===== src/sv/bhcs_pkg.sv =====
// types, constants and helpers for the bootloader host command sequencer
package bhcs_pkg;

  localparam int unsigned MAX_LENGTH  = 32768;
  localparam int unsigned WRITE_CHUNK = 128;
  localparam int unsigned READ_CHUNK  = 256;
  localparam int unsigned MAX_RES     = 6;
  localparam int unsigned CNT_W       = $clog2(MAX_RES + 1);
  localparam int unsigned CHUNK_W     = 9;

  localparam logic [7:0]  ACK_BYTE      = 8'h79;
  localparam logic [7:0]  OPC_WRITE     = 8'h31;
  localparam logic [7:0]  OPC_READ      = 8'h11;
  localparam logic [7:0]  OPC_GO        = 8'h21;
  localparam logic [15:0] TIMEOUT_RESET = 16'd2000;

  typedef enum logic [2:0] {
    CMD_BEGIN_WRITE = 3'd0,
    CMD_PAYLOAD     = 3'd1,
    CMD_BEGIN_READ  = 3'd2,
    CMD_BEGIN_GO    = 3'd3,
    CMD_RX_BYTE     = 3'd4,
    CMD_TICK        = 3'd5,
    CMD_CANCEL      = 3'd6
  } cmd_t;

  typedef enum logic [2:0] {
    PH_IDLE      = 3'd0,
    PH_ACK_OP    = 3'd1,
    PH_ACK_ADDR  = 3'd2,
    PH_PAYLOAD   = 3'd3,
    PH_ACK_DATA  = 3'd4,
    PH_ACK_LEN   = 3'd5,
    PH_READ_DATA = 3'd6
  } phase_t;

  typedef enum logic [1:0] {
    OP_WRITE = 2'd0,
    OP_READ  = 2'd1,
    OP_GO    = 2'd2
  } op_t;

  typedef enum logic [1:0] {
    KIND_TX     = 2'd0,
    KIND_RX     = 2'd1,
    KIND_STATUS = 2'd2
  } kind_t;

  typedef enum logic [2:0] {
    ST_OK       = 3'd0,
    ST_NACK     = 3'd1,
    ST_TIMEOUT  = 3'd2,
    ST_CANCELED = 3'd3,
    ST_REJECTED = 3'd4
  } status_t;

  typedef struct packed {
    kind_t      kind;
    logic [7:0] data;
    status_t    status;
  } result_t;

  function automatic logic [7:0] op_code(op_t op);
    unique case (op)
      OP_WRITE: op_code = OPC_WRITE;
      OP_READ:  op_code = OPC_READ;
      default:  op_code = OPC_GO;
    endcase
  endfunction

  function automatic result_t tx_res(logic [7:0] b);
    tx_res = '{kind: KIND_TX, data: b, status: ST_OK};
  endfunction

  function automatic result_t st_res(status_t s);
    st_res = '{kind: KIND_STATUS, data: 8'h00, status: s};
  endfunction

endpackage


===== src/sv/bootloader_host_command_sequencer_top.sv =====
// bootloader host command sequencer: command decode, state and result queue
//
//  channel   dir  handshake          payload
//  s_*       in   s_tvalid/s_tready  tuser cmd, tdata address/length/byte_in
//  m_*       out  m_tvalid/m_tready  tuser kind, tdata byte_out/status, tlast
//  cfg_*     in   cfg_we             cfg_wdata timeout_ticks
//
// each beat is decoded into up to six results held in a small shift queue;
// results leave one per cycle while m_tready is high. cancel beats and ticks
// that do not time out give no result and are taken every cycle while the
// queue is empty. a new beat is taken while the final queued result leaves.
// synchronous reset empties the queue and puts the sequencer idle with a
// timeout of 2000 ticks.
module bootloader_host_command_sequencer_top (
  input  logic        clk,
  input  logic        rst,
  input  logic        s_tvalid,
  output logic        s_tready,
  input  logic [55:0] s_tdata,   // address[31:0], length[47:32], byte_in[55:48]
  input  logic [2:0]  s_tuser,   // cmd[2:0]
  output logic        m_tvalid,
  input  logic        m_tready,
  output logic [15:0] m_tdata,   // byte_out[7:0], status[10:8], zero[15:11]
  output logic [1:0]  m_tuser,   // kind[1:0]
  output logic        m_tlast,
  input  logic        cfg_we,
  input  logic [15:0] cfg_wdata
);
  import bhcs_pkg::*;

  logic [15:0]      timeout_ticks;
  phase_t           phase, phase_next;
  op_t              operation, operation_next;
  logic [31:0]      current_address, current_address_next;
  logic [15:0]      bytes_remaining, bytes_remaining_next;
  logic [8:0]       chunk_bytes_left, chunk_bytes_left_next;
  logic [7:0]       running_checksum, running_checksum_next;
  logic [15:0]      wait_ticks, wait_ticks_next;
  logic             cancel_pending, cancel_pending_next;

  result_t          res_q [MAX_RES];
  result_t          res_next [MAX_RES];
  logic [CNT_W-1:0] res_cnt;
  logic [CNT_W-1:0] nres;

  cmd_t             cmd;
  logic [31:0]      in_address;
  logic [15:0]      in_length;
  logic [7:0]       in_byte;
  logic             accept, take;
  logic             len_bad;
  op_t              op_new;
  logic [7:0]       opc;
  logic [7:0]       addr_xor;
  logic [8:0]       chunk;
  logic [8:0]       chunk_m1;
  logic [8:0]       cbl_dec;
  logic [7:0]       cs_new;
  logic [15:0]      wt_inc;

  assign cmd        = cmd_t'(s_tuser);
  assign in_address = s_tdata[31:0];
  assign in_length  = s_tdata[47:32];
  assign in_byte    = s_tdata[55:48];

  assign m_tvalid = (res_cnt != '0);
  assign m_tlast  = (res_cnt == CNT_W'(1));
  assign m_tdata  = {5'b0, res_q[0].status, res_q[0].data};
  assign m_tuser  = res_q[0].kind;
  assign take     = m_tvalid && m_tready;
  assign s_tready = (res_cnt == '0) || (m_tlast && m_tready);
  assign accept   = s_tvalid && s_tready;

  assign len_bad  = (in_length == 16'd0) || ({1'b0, in_length} > 17'(MAX_LENGTH));
  assign addr_xor = current_address[31:24] ^ current_address[23:16] ^
                    current_address[15:8] ^ current_address[7:0];
  assign cbl_dec  = chunk_bytes_left - 9'd1;
  assign cs_new   = running_checksum ^ in_byte;
  assign wt_inc   = (wait_ticks != 16'hFFFF) ? wait_ticks + 16'd1 : wait_ticks;

  always_comb begin
    if (operation == OP_WRITE) begin
      chunk = (bytes_remaining < 16'(WRITE_CHUNK)) ? bytes_remaining[8:0] : CHUNK_W'(WRITE_CHUNK);
    end else begin
      chunk = (bytes_remaining < 16'(READ_CHUNK)) ? bytes_remaining[8:0] : CHUNK_W'(READ_CHUNK);
    end
    chunk_m1 = chunk - 9'd1;
  end

  always_comb begin
    phase_next            = phase;
    operation_next        = operation;
    current_address_next  = current_address;
    bytes_remaining_next  = bytes_remaining;
    chunk_bytes_left_next = chunk_bytes_left;
    running_checksum_next = running_checksum;
    wait_ticks_next       = wait_ticks;
    cancel_pending_next   = cancel_pending;
    for (int k = 0; k < MAX_RES; k++) begin
      res_next[k] = '0;
    end
    nres   = '0;
    op_new = OP_WRITE;
    opc    = op_code(operation);

    unique case (cmd)
      CMD_BEGIN_WRITE, CMD_BEGIN_READ, CMD_BEGIN_GO: begin
        if (phase != PH_IDLE || (cmd != CMD_BEGIN_GO && len_bad)) begin
          res_next[nres] = st_res(ST_REJECTED); nres = nres + 1'b1;
        end else begin
          if (cmd == CMD_BEGIN_WRITE) begin
            op_new = OP_WRITE;
          end else if (cmd == CMD_BEGIN_READ) begin
            op_new = OP_READ;
          end else begin
            op_new = OP_GO;
          end
          operation_next        = op_new;
          current_address_next  = in_address;
          bytes_remaining_next  = (cmd == CMD_BEGIN_GO) ? 16'd0 : in_length;
          chunk_bytes_left_next = '0;
          running_checksum_next = '0;
          cancel_pending_next   = 1'b0;
          opc = op_code(op_new);
          res_next[nres] = tx_res(opc); nres = nres + 1'b1;
          res_next[nres] = tx_res(~opc); nres = nres + 1'b1;
          phase_next      = PH_ACK_OP;
          wait_ticks_next = '0;
        end
      end
      CMD_PAYLOAD: begin
        if (phase != PH_PAYLOAD || chunk_bytes_left == '0) begin
          res_next[nres] = st_res(ST_REJECTED); nres = nres + 1'b1;
        end else begin
          res_next[nres] = tx_res(in_byte); nres = nres + 1'b1;
          running_checksum_next = cs_new;
          chunk_bytes_left_next = cbl_dec;
          if (cbl_dec == '0) begin
            res_next[nres] = tx_res(cs_new); nres = nres + 1'b1;
            phase_next      = PH_ACK_DATA;
            wait_ticks_next = '0;
            if (cancel_pending) begin
              res_next[nres] = st_res(ST_CANCELED); nres = nres + 1'b1;
              phase_next = PH_IDLE; cancel_pending_next = 1'b0;
            end
          end
        end
      end
      CMD_RX_BYTE: begin
        if (phase == PH_ACK_OP || phase == PH_ACK_ADDR ||
            phase == PH_ACK_DATA || phase == PH_ACK_LEN) begin
          wait_ticks_next = '0;
          if (in_byte != ACK_BYTE) begin
            res_next[nres] = st_res(ST_NACK); nres = nres + 1'b1;
            phase_next = PH_IDLE; cancel_pending_next = 1'b0;
            chunk_bytes_left_next = '0;
          end else begin
            unique case (phase)
              PH_ACK_OP: begin
                res_next[nres] = tx_res(current_address[31:24]); nres = nres + 1'b1;
                res_next[nres] = tx_res(current_address[23:16]); nres = nres + 1'b1;
                res_next[nres] = tx_res(current_address[15:8]);  nres = nres + 1'b1;
                res_next[nres] = tx_res(current_address[7:0]);   nres = nres + 1'b1;
                res_next[nres] = tx_res(addr_xor);               nres = nres + 1'b1;
                phase_next = PH_ACK_ADDR;
                if (cancel_pending) begin
                  res_next[nres] = st_res(ST_CANCELED); nres = nres + 1'b1;
                  phase_next = PH_IDLE; cancel_pending_next = 1'b0;
                  chunk_bytes_left_next = '0;
                end
              end
              PH_ACK_ADDR: begin
                if (operation == OP_GO) begin
                  res_next[nres] = st_res(ST_OK); nres = nres + 1'b1;
                  phase_next = PH_IDLE; cancel_pending_next = 1'b0;
                  chunk_bytes_left_next = '0;
                end else begin
                  bytes_remaining_next  = bytes_remaining - 16'(chunk);
                  chunk_bytes_left_next = chunk;
                  res_next[nres] = tx_res(chunk_m1[7:0]); nres = nres + 1'b1;
                  if (operation == OP_WRITE) begin
                    running_checksum_next = chunk_m1[7:0];
                    phase_next = PH_PAYLOAD;
                  end else begin
                    res_next[nres] = tx_res(~chunk_m1[7:0]); nres = nres + 1'b1;
                    phase_next = PH_ACK_LEN;
                    if (cancel_pending) begin
                      res_next[nres] = st_res(ST_CANCELED); nres = nres + 1'b1;
                      phase_next = PH_IDLE; cancel_pending_next = 1'b0;
                      chunk_bytes_left_next = '0;
                    end
                  end
                end
              end
              PH_ACK_DATA: begin
                if (bytes_remaining == '0) begin
                  res_next[nres] = st_res(ST_OK); nres = nres + 1'b1;
                  phase_next = PH_IDLE; cancel_pending_next = 1'b0;
                  chunk_bytes_left_next = '0;
                end else begin
                  current_address_next = current_address + 32'(WRITE_CHUNK);
                  res_next[nres] = tx_res(opc); nres = nres + 1'b1;
                  res_next[nres] = tx_res(~opc); nres = nres + 1'b1;
                  phase_next = PH_ACK_OP;
                  if (cancel_pending) begin
                    res_next[nres] = st_res(ST_CANCELED); nres = nres + 1'b1;
                    phase_next = PH_IDLE; cancel_pending_next = 1'b0;
                    chunk_bytes_left_next = '0;
                  end
                end
              end
              default: begin
                phase_next = PH_READ_DATA;
              end
            endcase
          end
        end else if (phase == PH_READ_DATA && chunk_bytes_left != '0) begin
          res_next[nres] = '{kind: KIND_RX, data: in_byte, status: ST_OK};
          nres = nres + 1'b1;
          wait_ticks_next       = '0;
          chunk_bytes_left_next = cbl_dec;
          if (cbl_dec == '0) begin
            if (bytes_remaining == '0) begin
              res_next[nres] = st_res(ST_OK); nres = nres + 1'b1;
              phase_next = PH_IDLE; cancel_pending_next = 1'b0;
            end else begin
              current_address_next = current_address + 32'(READ_CHUNK);
              res_next[nres] = tx_res(opc); nres = nres + 1'b1;
              res_next[nres] = tx_res(~opc); nres = nres + 1'b1;
              phase_next = PH_ACK_OP;
              if (cancel_pending) begin
                res_next[nres] = st_res(ST_CANCELED); nres = nres + 1'b1;
                phase_next = PH_IDLE; cancel_pending_next = 1'b0;
              end
            end
          end
        end else begin
          res_next[nres] = st_res(ST_REJECTED); nres = nres + 1'b1;
        end
      end
      CMD_TICK: begin
        if (phase != PH_IDLE && phase != PH_PAYLOAD) begin
          if (wt_inc >= timeout_ticks) begin
            res_next[nres] = st_res(ST_TIMEOUT); nres = nres + 1'b1;
            phase_next = PH_IDLE; cancel_pending_next = 1'b0;
            wait_ticks_next = '0; chunk_bytes_left_next = '0;
          end else begin
            wait_ticks_next = wt_inc;
          end
        end
      end
      CMD_CANCEL: begin
        if (phase != PH_IDLE) begin
          cancel_pending_next = 1'b1;
        end
      end
      default: begin
        res_next[nres] = st_res(ST_REJECTED); nres = nres + 1'b1;
      end
    endcase
  end

  always_ff @(posedge clk) begin
    if (rst) begin
      timeout_ticks    <= TIMEOUT_RESET;
      phase            <= PH_IDLE;
      operation        <= OP_WRITE;
      current_address  <= '0;
      bytes_remaining  <= '0;
      chunk_bytes_left <= '0;
      running_checksum <= '0;
      wait_ticks       <= '0;
      cancel_pending   <= 1'b0;
      res_cnt          <= '0;
    end else begin
      if (cfg_we) begin
        timeout_ticks <= cfg_wdata;
      end
      if (accept) begin
        phase            <= phase_next;
        operation        <= operation_next;
        current_address  <= current_address_next;
        bytes_remaining  <= bytes_remaining_next;
        chunk_bytes_left <= chunk_bytes_left_next;
        running_checksum <= running_checksum_next;
        wait_ticks       <= wait_ticks_next;
        cancel_pending   <= cancel_pending_next;
        res_cnt          <= nres;
      end else if (take) begin
        res_cnt <= res_cnt - 1'b1;
      end
    end
  end

  // result queue, head always in slot 0
  always_ff @(posedge clk) begin
    if (accept) begin
      res_q <= res_next;
    end else if (take) begin
      for (int k = 0; k < MAX_RES - 1; k++) begin
        res_q[k] <= res_q[k + 1];
      end
    end
  end

  a_res_cnt_bound: assert property (@(posedge clk) disable iff (rst)
    res_cnt <= CNT_W'(MAX_RES))
    else $error("result queue count out of range");

  a_status_is_last: assert property (@(posedge clk) disable iff (rst)
    m_tvalid && m_tuser == KIND_STATUS |-> m_tlast)
    else $error("status beat not last of its item");

  a_payload_has_bytes: assert property (@(posedge clk) disable iff (rst)
    phase == PH_PAYLOAD |-> chunk_bytes_left != '0)
    else $error("payload phase with empty chunk");

  a_write_opcode: assert property (@(posedge clk) disable iff (rst)
    accept && cmd == CMD_BEGIN_WRITE && phase == PH_IDLE && !len_bad
    |=> m_tvalid && m_tuser == KIND_TX && m_tdata[7:0] == OPC_WRITE)
    else $error("begin write did not start with write opcode");

endmodule


===== config.mk =====
export PLATFORM = sky130hd
export DESIGN_NAME = bootloader_host_command_sequencer_top
export DESIGN_NICKNAME = d
export VERILOG_FILES = /design/src/sv/bhcs_pkg.sv /design/src/sv/bootloader_host_command_sequencer_top.sv
export SDC_FILE = /design/constraint.sdc
export NUM_CORES = 1
export LEC_CHECK = 0
export ABC_AREA = 1
export BUFFER_PORTS_ARGS = -buffer_cell sky130_fd_sc_hd__buf_2
export CORE_MARGIN = 5
export CORE_UTILIZATION = 30
export CTS_BUF_LIST = sky130_fd_sc_hd__clkbuf_2
export CTS_CLUSTER_SIZE = 40
export DETAILED_ROUTE_END_ITERATION = 10
export GPL_ROUTABILITY_DRIVEN = 0
export HOLD_SLACK_MARGIN = 0.08
export PLACE_DENSITY = 0.57
export SLEW_MARGIN = 5
export SYNTH_ARGS = -nofsm -noshare
export SYNTH_HDL_FRONTEND = slang
export SYNTH_SLANG_ARGS = --single-unit

===== constraint.sdc =====
create_clock -name clk -period 5.2 [get_ports clk]
set_clock_uncertainty 0.1 [all_clocks]
set_input_delay 0.78 -clock clk [delete_from_list [all_inputs] [get_ports clk]]
set_output_delay 0.78 -clock clk [all_outputs]
set_load 0.005 [all_outputs]

Yosys cells after proc, flatten, opt, wreduce, memory -nomap -nowiden
Cells that the tools add are included.
{"block": "op_classes", "add_sub_neg": 7, "n_lt_le_gt_ge": 4, "eq_ne": 38, "mux": 137, "n_bitwise": 11, "n_reduce_logical": 40}
{"op": "$mux 32", "n": 8}
{"op": "$mux 16", "n": 14}
{"op": "$mux 65", "n": 3}
{"op": "$mux 9", "n": 15}
{"op": "$mux 24", "n": 5}
{"op": "$mux 13", "n": 9}
{"op": "$mux 39", "n": 3}
{"op": "$pmux 39 s3", "n": 1}
{"op": "$mux 3", "n": 27}
{"op": "$mux 8", "n": 9}
{"op": "$pmux 13 s5", "n": 1}
{"op": "$pmux 16 s4", "n": 1}
{"op": "$pmux 32 s2", "n": 1}
{"op": "$mux 52", "n": 1}
{"op": "$pmux 13 s3", "n": 1}
{"op": "$mux 37", "n": 1}
{"op": "$pmux 9 s4", "n": 1}
{"op": "$add 32x8->32 const B", "n": 1}
{"op": "$add 32x9->32 const B", "n": 1}
{"op": "$logic_not 16->1", "n": 2}
{"op": "$pmux 16 s2", "n": 1}
{"op": "$xor 8x8->8", "n": 4}
{"op": "$pmux 9 s3", "n": 1}
{"op": "$mux 26", "n": 1}
{"op": "other kinds (52)", "n": 125}
{"block": "totals", "register_bits": 184, "inputBits": 80, "output_inout_bits": 21}

Logic depth before layout (Yosys ltp)
{"block": "depth", "depth_word": 14, "mapped_depth": 23}

Worst setup path after synthesis
OpenSTA, ideal clock, no wires.
{"block": "synth_timing", "path_type": "input to register", "startpoint": "in s_tvalid", "endpoint": "reg res_cnt[0]", "setup_time_ps": 139, "arrival_time_ps": 5194, "t_required_ps": 4961, "slack_ps": -233, "cell_stages": 5, "n_path_buf": 0, "path_cell_list": "inv_1 -> o21ai_0 -> inv_1 -> a21oi_1 -> a21oi_1"}
{"block": "synth_via", "elab_chain_cells": 2, "elab_cells_between_ends": 3}
{"element": "start, declared", "line": "bootloader_host_command_sequencer_top.sv:17", "rtl": "input logic s_tvalid,"}
{"element": "$logic_and 1x1->1 (*)", "line": "bootloader_host_command_sequencer_top.sv:72", "rtl": "assign accept = s_tvalid && s_tready;"}
{"element": "$mux 3 or $reduce_bool 2->1 (tied branches)"}
{"element": "end signal, assigned", "line": "bootloader_host_command_sequencer_top.sv:288", "rtl": "res_cnt <= nres;"}
{"element": "end signal, assigned", "line": "bootloader_host_command_sequencer_top.sv:290", "rtl": "res_cnt <= res_cnt - 1'b1;"}
{"element": "end, declared", "line": "bootloader_host_command_sequencer_top.sv:43", "rtl": "logic [CNT_W-1:0] res_cnt;"}
Mark *: on every way between the ends. The rest lies on a longest branch, timed or not.
A chain may end at the register's enable or synchronous reset.

Final worst setup path
{"block": "layout_timing", "startpoint": "reg wait_ticks[0]", "endpoint": "reg chunk_bytes_left[0]"}
{"block": "layout_via", "elab_chain_cells": 5, "elab_cells_between_ends": 6}
{"element": "start, declared", "line": "bootloader_host_command_sequencer_top.sv:38", "rtl": "logic [15:0] wait_ticks, wait_ticks_next;"}
{"element": "start signal, assigned", "line": "bootloader_host_command_sequencer_top.sv:286", "rtl": "wait_ticks <= wait_ticks_next;"}
{"element": "$add 16x1->16 or $ne 16x16->1 (tied branches)", "line": "bootloader_host_command_sequencer_top.sv:79", "rtl": "assign wt_inc = (wait_ticks != 16'hFFFF) ? wait_ticks + 16'd1 : wait_ticks;"}
{"element": "$mux 16 (*)", "line": "bootloader_host_command_sequencer_top.sv:79"}
{"element": "$ge 16x16->1 (*)", "line": "bootloader_host_command_sequencer_top.sv:243", "rtl": "if (wt_inc >= timeout_ticks) begin"}
{"element": "$ne 2x2->1 (no line) (*)"}
{"element": "$reduce_and 8->1 (no line) (*)"}
{"element": "end signal, assigned", "line": "bootloader_host_command_sequencer_top.sv:284", "rtl": "chunk_bytes_left <= chunk_bytes_left_next;"}
{"element": "end, declared", "line": "bootloader_host_command_sequencer_top.sv:36", "rtl": "logic [8:0] chunk_bytes_left, chunk_bytes_left_next;"}
Marks and branches as above.

==> impl_results.html <==
<table>
<tr><th>Metric</th><th>Value</th></tr>
<tr><th colspan="2">Drt</th></tr>
<tr><td>Total wire length</td><td>35.69 mm</td></tr>
<tr><td>Routed wirelength normalized by instance count</td><td>15.94 µm</td></tr>
<tr><td>Via count of the routed design</td><td>11477</td></tr>
<tr><td>Drt first-iter violations</td><td>between 1000 and 1500</td></tr>
<tr><td>Number of detailed-route iterations in the first pass</td><td>6</td></tr>
<tr><td>Vias per cell</td><td>5.126</td></tr>
<tr><td>Residual DRC</td><td>0</td></tr>
<tr><td>Remaining antenna violation count after routing</td><td>0</td></tr>
<tr><th colspan="2">Pwr</th></tr>
<tr><td>Final Total Pwr</td><td>5.045 mW</td></tr>
<tr><td>P per Cell Area</td><td>406.2 nW/µm²</td></tr>
<tr><td>Leakage power</td><td>5.494 nW</td></tr>
<tr><td>Peak VDD IR</td><td>213.0 µV</td></tr>
<tr><th colspan="2">STA</th></tr>
<tr><td>Max-slew headroom</td><td>0.3817</td></tr>
<tr><td>Fin crit period</td><td>between 3 and 4 ns</td></tr>
<tr><td>Final setup fails</td><td>0</td></tr>
<tr><td>Crit share post-route</td><td>0.7463</td></tr>
<tr><td>Total count of max-transition violations in the final report</td><td>0</td></tr>
<tr><td>Transition time of the tightest slew-check pin</td><td>0.9274 ns</td></tr>
<tr><td>Unrepaired setup endpoints after global routing</td><td>no</td></tr>
<tr><td>Maximum clock rate</td><td>257.7 MHz</td></tr>
<tr><td>Final hold violation count</td><td>0</td></tr>
<tr><td>Setup Total Neg Slack</td><td>0 ns</td></tr>
<tr><th colspan="2">Yosys</th></tr>
<tr><td>Fraction of the yosys area taken by sequential cells</td><td>0.3305</td></tr>
<tr><td>Post-Synthesis Cell Area</td><td>roughly 11000 µm²</td></tr>
<tr><td>Post-synthesis share of cell area spent on xor and xnor gates</td><td>0.04041</td></tr>
<tr><td>Synth Area in Compound Gates</td><td>0.1760</td></tr>
<tr><td>Synth cell types</td><td>51</td></tr>
<tr><td>Dominant synthesized flop cell</td><td>dfxtp_1</td></tr>
<tr><td>Register bit count reported by yosys</td><td>157</td></tr>
<tr><td>Combinational family with the most area after synthesis</td><td>simple AND/OR/NAND/NOR gates</td></tr>
<tr><td>Post-synth EDFFs</td><td>51</td></tr>
<tr><td>Total of warnings raised by yosys</td><td>0</td></tr>
<tr><td>Avg Inst Size Synth</td><td>6.623 µm²</td></tr>
<tr><td>Share of synthesized cell area in full adder, half adder and majority cells</td><td>0.03690</td></tr>
<tr><td>Async set or reset register ratio after synthesis</td><td>0</td></tr>
<tr><td>Cells after Synth</td><td>1669</td></tr>
<tr><td>Post-synthesis share of cell area spent on and, or, nand and nor gates</td><td>0.3057</td></tr>
<tr><td>Share of cell area taken by muxes after synthesis</td><td>0.005433</td></tr>
<tr><th colspan="2">Placed design</th></tr>
<tr><td>Dpl hpwl</td><td>26.98 mm</td></tr>
<tr><td>IO Port Bufs</td><td>95</td></tr>
<tr><td>Placed inst area</td><td>around 12000 µm²</td></tr>
<tr><th colspan="2">Finish</th></tr>
<tr><td>Commonest non-fill, non-tap cell in the layout</td><td>nand2_1</td></tr>
<tr><td>Total area of multi-input combinational cells</td><td>6272 µm²</td></tr>
<tr><td>Fraction of final layout cells with drive strength greater than 1</td><td>0.1074</td></tr>
<tr><td>Final Instance Area</td><td>12420 µm²</td></tr>
<tr><td>Nets</td><td>between 1500 and 2000</td></tr>
<tr><td>Commonest non-fill, non-tap cells in the layout</td><td>nand2_1 (389), inv_1 (187), nor2_1 (179)</td></tr>
<tr><td>Reg area</td><td>between 3000 and 4000 µm²</td></tr>
<tr><td>Number of fillers in the final layout</td><td>3911</td></tr>
<tr><td>Synthesis-to-finish area growth</td><td>12.36%</td></tr>
<tr><th colspan="2">Global routing</th></tr>
<tr><td>First-pass GRT wire length</td><td>between 50 and 60 mm</td></tr>
<tr><td>Busiest metal layer after global routing</td><td>met2</td></tr>
<tr><td>Met2 routing resource usage after global routing</td><td>0.2926</td></tr>
<tr><td>M3 GR Usage</td><td>0.02423</td></tr>
<tr><td>Pin count of the biggest net entering global routing</td><td>55</td></tr>
<tr><td>Via count of the first global-routing pass</td><td>10662</td></tr>
<tr><td>Overall overflow remaining after global route</td><td>0</td></tr>
<tr><td>Global-route usage over all layers</td><td>0.1705</td></tr>
<tr><td>Met1 track utilization from global routing</td><td>0.2148</td></tr>
<tr><td>Initial antenna violation count</td><td>2</td></tr>
<tr><th colspan="2">Hold path</th></tr>
<tr><td>Hold path cells</td><td>3</td></tr>
<tr><td>Startpoint of the worst hold path</td><td>cfg_wdata[2]</td></tr>
<tr><td>Class of the tightest hold or removal check</td><td>in -&gt; reg</td></tr>
<tr><td>Hold Path End</td><td>timeout_ticks[2]$_SDFFE_PP0P_</td></tr>
<tr><th colspan="2">Worst setup path</th></tr>
<tr><td>Delay of the slowest critical-path stage</td><td>0.47 ns</td></tr>
<tr><td>Cell class contributing the biggest share of worst-path delay</td><td>simple AND/OR/NAND/NOR gates</td></tr>
<tr><td>Setup crit end kind</td><td>flip-flop</td></tr>
<tr><td>R2R Path Start</td><td>wait_ticks[0]$_SDFFE_PP0P_</td></tr>
<tr><td>Setup slack of the worst register-to-register path</td><td>around 1.3 ns</td></tr>
<tr><td>Required time at the endpoint of the critical path</td><td>5.87 ns</td></tr>
<tr><td>Kind of launch point of the worst setup path</td><td>flip-flop</td></tr>
<tr><td>CP arrival</td><td>4.55 ns</td></tr>
<tr><td>Dominant cell type by count on the critical path</td><td>nand3_1</td></tr>
<tr><td>Endpoint of the worst register-to-register path</td><td>chunk_bytes_left[0]$_SDFFE_PP0P_</td></tr>
<tr><td>Cell chain of the critical path</td><td>ha_1 &gt; nand3_1 &gt; inv_1 &gt; nand2_1 &gt; nor3_1 &gt; nand3_1 &gt; nand4_1 &gt; xor2_1 &gt; inv_1 &gt; ha_1 &gt; nand2_1 &gt; nor3_1 &gt; nand3_1 &gt; nand4_1 &gt; nand3_2 &gt; nor2_2 &gt; o21ai_0 &gt; nor2_1</td></tr>
<tr><td>FF-to-FF path depth</td><td>18</td></tr>
<tr><td>Highest net fanout along the worst path</td><td>16</td></tr>
<tr><td>Number of buffers and inverters on the critical path</td><td>2</td></tr>
<tr><td>Slowest stage cell, crit path</td><td>dfxtp_1</td></tr>
<tr><td>CP Class</td><td>reg -&gt; reg</td></tr>
<tr><th colspan="2">Clock tree</th></tr>
<tr><td># clock sinks</td><td>157</td></tr>
<tr><td>Number of buffers added by the clock tree synthesis step</td><td>17</td></tr>
<tr><td>Clock root buffer master</td><td>clkbuf_2</td></tr>
<tr><td>H-tree lvl count</td><td>4</td></tr>
<tr><td>Maximum count of clock buffers along a single path</td><td>2</td></tr>
<tr><td>Clock latency reported for the late side of the worst-skew pair</td><td>0.85 ns</td></tr>
<tr><td>CTS-repair resized insts</td><td>0</td></tr>
<tr><td>TritonCTS clock tree</td><td>done</td></tr>
<tr><td>Clock slew at reported path FFs</td><td>0.27 ns</td></tr>
<tr><th colspan="2">Outcome</th></tr>
<tr><td>Run status</td><td>completed</td></tr>
<tr><th colspan="2">Floorplan</th></tr>
<tr><td>Full die area</td><td>40790 µm²</td></tr>
<tr><td>Core area</td><td>36520 µm²</td></tr>
<tr><td>Boundary Pins</td><td>between 100 and 150</td></tr>
<tr><td>Number of rows created at floorplan</td><td>70</td></tr>
<tr><td>Starting density of the core</td><td>0.3027</td></tr>
<tr><td>Width of the die</td><td>202.0 µm</td></tr>
<tr><td>Chip Height</td><td>202.0 µm</td></tr>
<tr><th colspan="2">Flow run</th></tr>
<tr><td>Max-Cap Viols</td><td>0</td></tr>
</table>
==> per-layer routing <==
layer  vias to the layer above  share of wire
met1                      5285           0.42
met2                       406           0.49
met5                         -              0
met4                         0          0.039
li1                       5710              -
met3                        76          0.052
==> final cells by class <==
type                    count  share of cell area
multi-input cells        1236              0.5050
diodes                      2           0.0004029
inverters                 206             0.06225
clock buffers              17            0.006850
clock inverters            15             0.01330
flip-flops and latches    157              0.2941
well taps                 468             0.04714
repair buffers            138             0.07092
==> metrics by stage <==
step / hold WS (ns) / setup WS [ns] / std cells / util
2_1_floorplan: 0.3355 / 1.260 / 1673 / -
3_3_place_gp: 0.3443 / 1.474 / 2172 / 0.3240
3_5_place_dp: 0.3589 / 1.346 / 2172 / 0.3240
4_1_cts: 0.08043 / 1.279 / 2237 / 0.3399
5_1_grt: 0.1110 / 0.8814 / 2239 / 0.3401
6_report: 0.1564 / 1.319 / 2239 / 0.3401
==> where the power goes <==
part,internal (mW),switching (mW)
Combinational,0.779,1.61
Sequential,1.71,0.220
Clock,0.163,0.561
==> repair_timing <==
item	CTS	global route
hold buffers	33	0
buffers inserted	0	0
endpoints found under the hold margin	33	0
==> flip-flops by register name, summed over array words and instances, names as in the netlist <==
| signal | count |
|---|---|
| bytes_remaining | 16 |
| cancel_pending | 1 |
| chunk_bytes_left | 9 |
| current_address | 32 |
| m_tdata | 11 |
| m_tuser | 2 |
| operation | 2 |
| phase | 3 |
| res_cnt | 3 |
| res_q | 38 |
| running_checksum | 8 |
| timeout_ticks | 16 |
| wait_ticks | 16 |
==> cell families after synthesis <==
group	count (synthesis)
buf+inv	280
other cells	1
xor+xnor	51
compound gates	358
mux	6
fa+ha+maj	32
simple gates	784
flops	157
==> cell usage after synthesis, types with 14 or more instances <==
library cell | number | share of area
edfxtp_1 | 51 | 0.14
xnor2_1 | 14 | 0.011
dfxtp_1 | 106 | 0.19
o21ai_0 | 127 | 0.057
inv_2 | 14 | 0.0048
buf_4 | 19 | 0.013
clkbuf_1 | 39 | 0.013
nor2_1 | 179 | 0.061
a31oi_1 | 16 | 0.0091
nand4_1 | 44 | 0.025
ha_1 | 31 | 0.035
inv_1 | 187 | 0.063
nand2_1 | 390 | 0.13
nand3_1 | 100 | 0.045
a21oi_1 | 157 | 0.071
nor3_1 | 30 | 0.014
xor2_1 | 37 | 0.029
==> worst min-delay path: cells and delay by family <==
family / cells / cell delay (ns)
buf+inv: 1 / 0.07
compound gates: 2 / 0.18
==> worst max path at each step <==
stage	endpoint	cells after the start	start	slack [ns]
after floorplan	res_cnt[0]$_SDFFE_PP0P_	5	s_tvalid	1.26
after global placement	chunk_bytes_left[4]$_SDFFE_PP0P_	19	wait_ticks[0]$_SDFFE_PP0P_	1.47
after detailed placement	chunk_bytes_left[6]$_SDFFE_PP0P_	19	wait_ticks[0]$_SDFFE_PP0P_	1.35
after CTS	chunk_bytes_left[0]$_SDFFE_PP0P_	18	wait_ticks[0]$_SDFFE_PP0P_	1.28
after global routing	chunk_bytes_left[0]$_SDFFE_PP0P_	18	wait_ticks[0]$_SDFFE_PP0P_	0.88
final	chunk_bytes_left[0]$_SDFFE_PP0P_	18	wait_ticks[0]$_SDFFE_PP0P_	1.32
No activity file was read; power rests on OpenSTA's default activity.
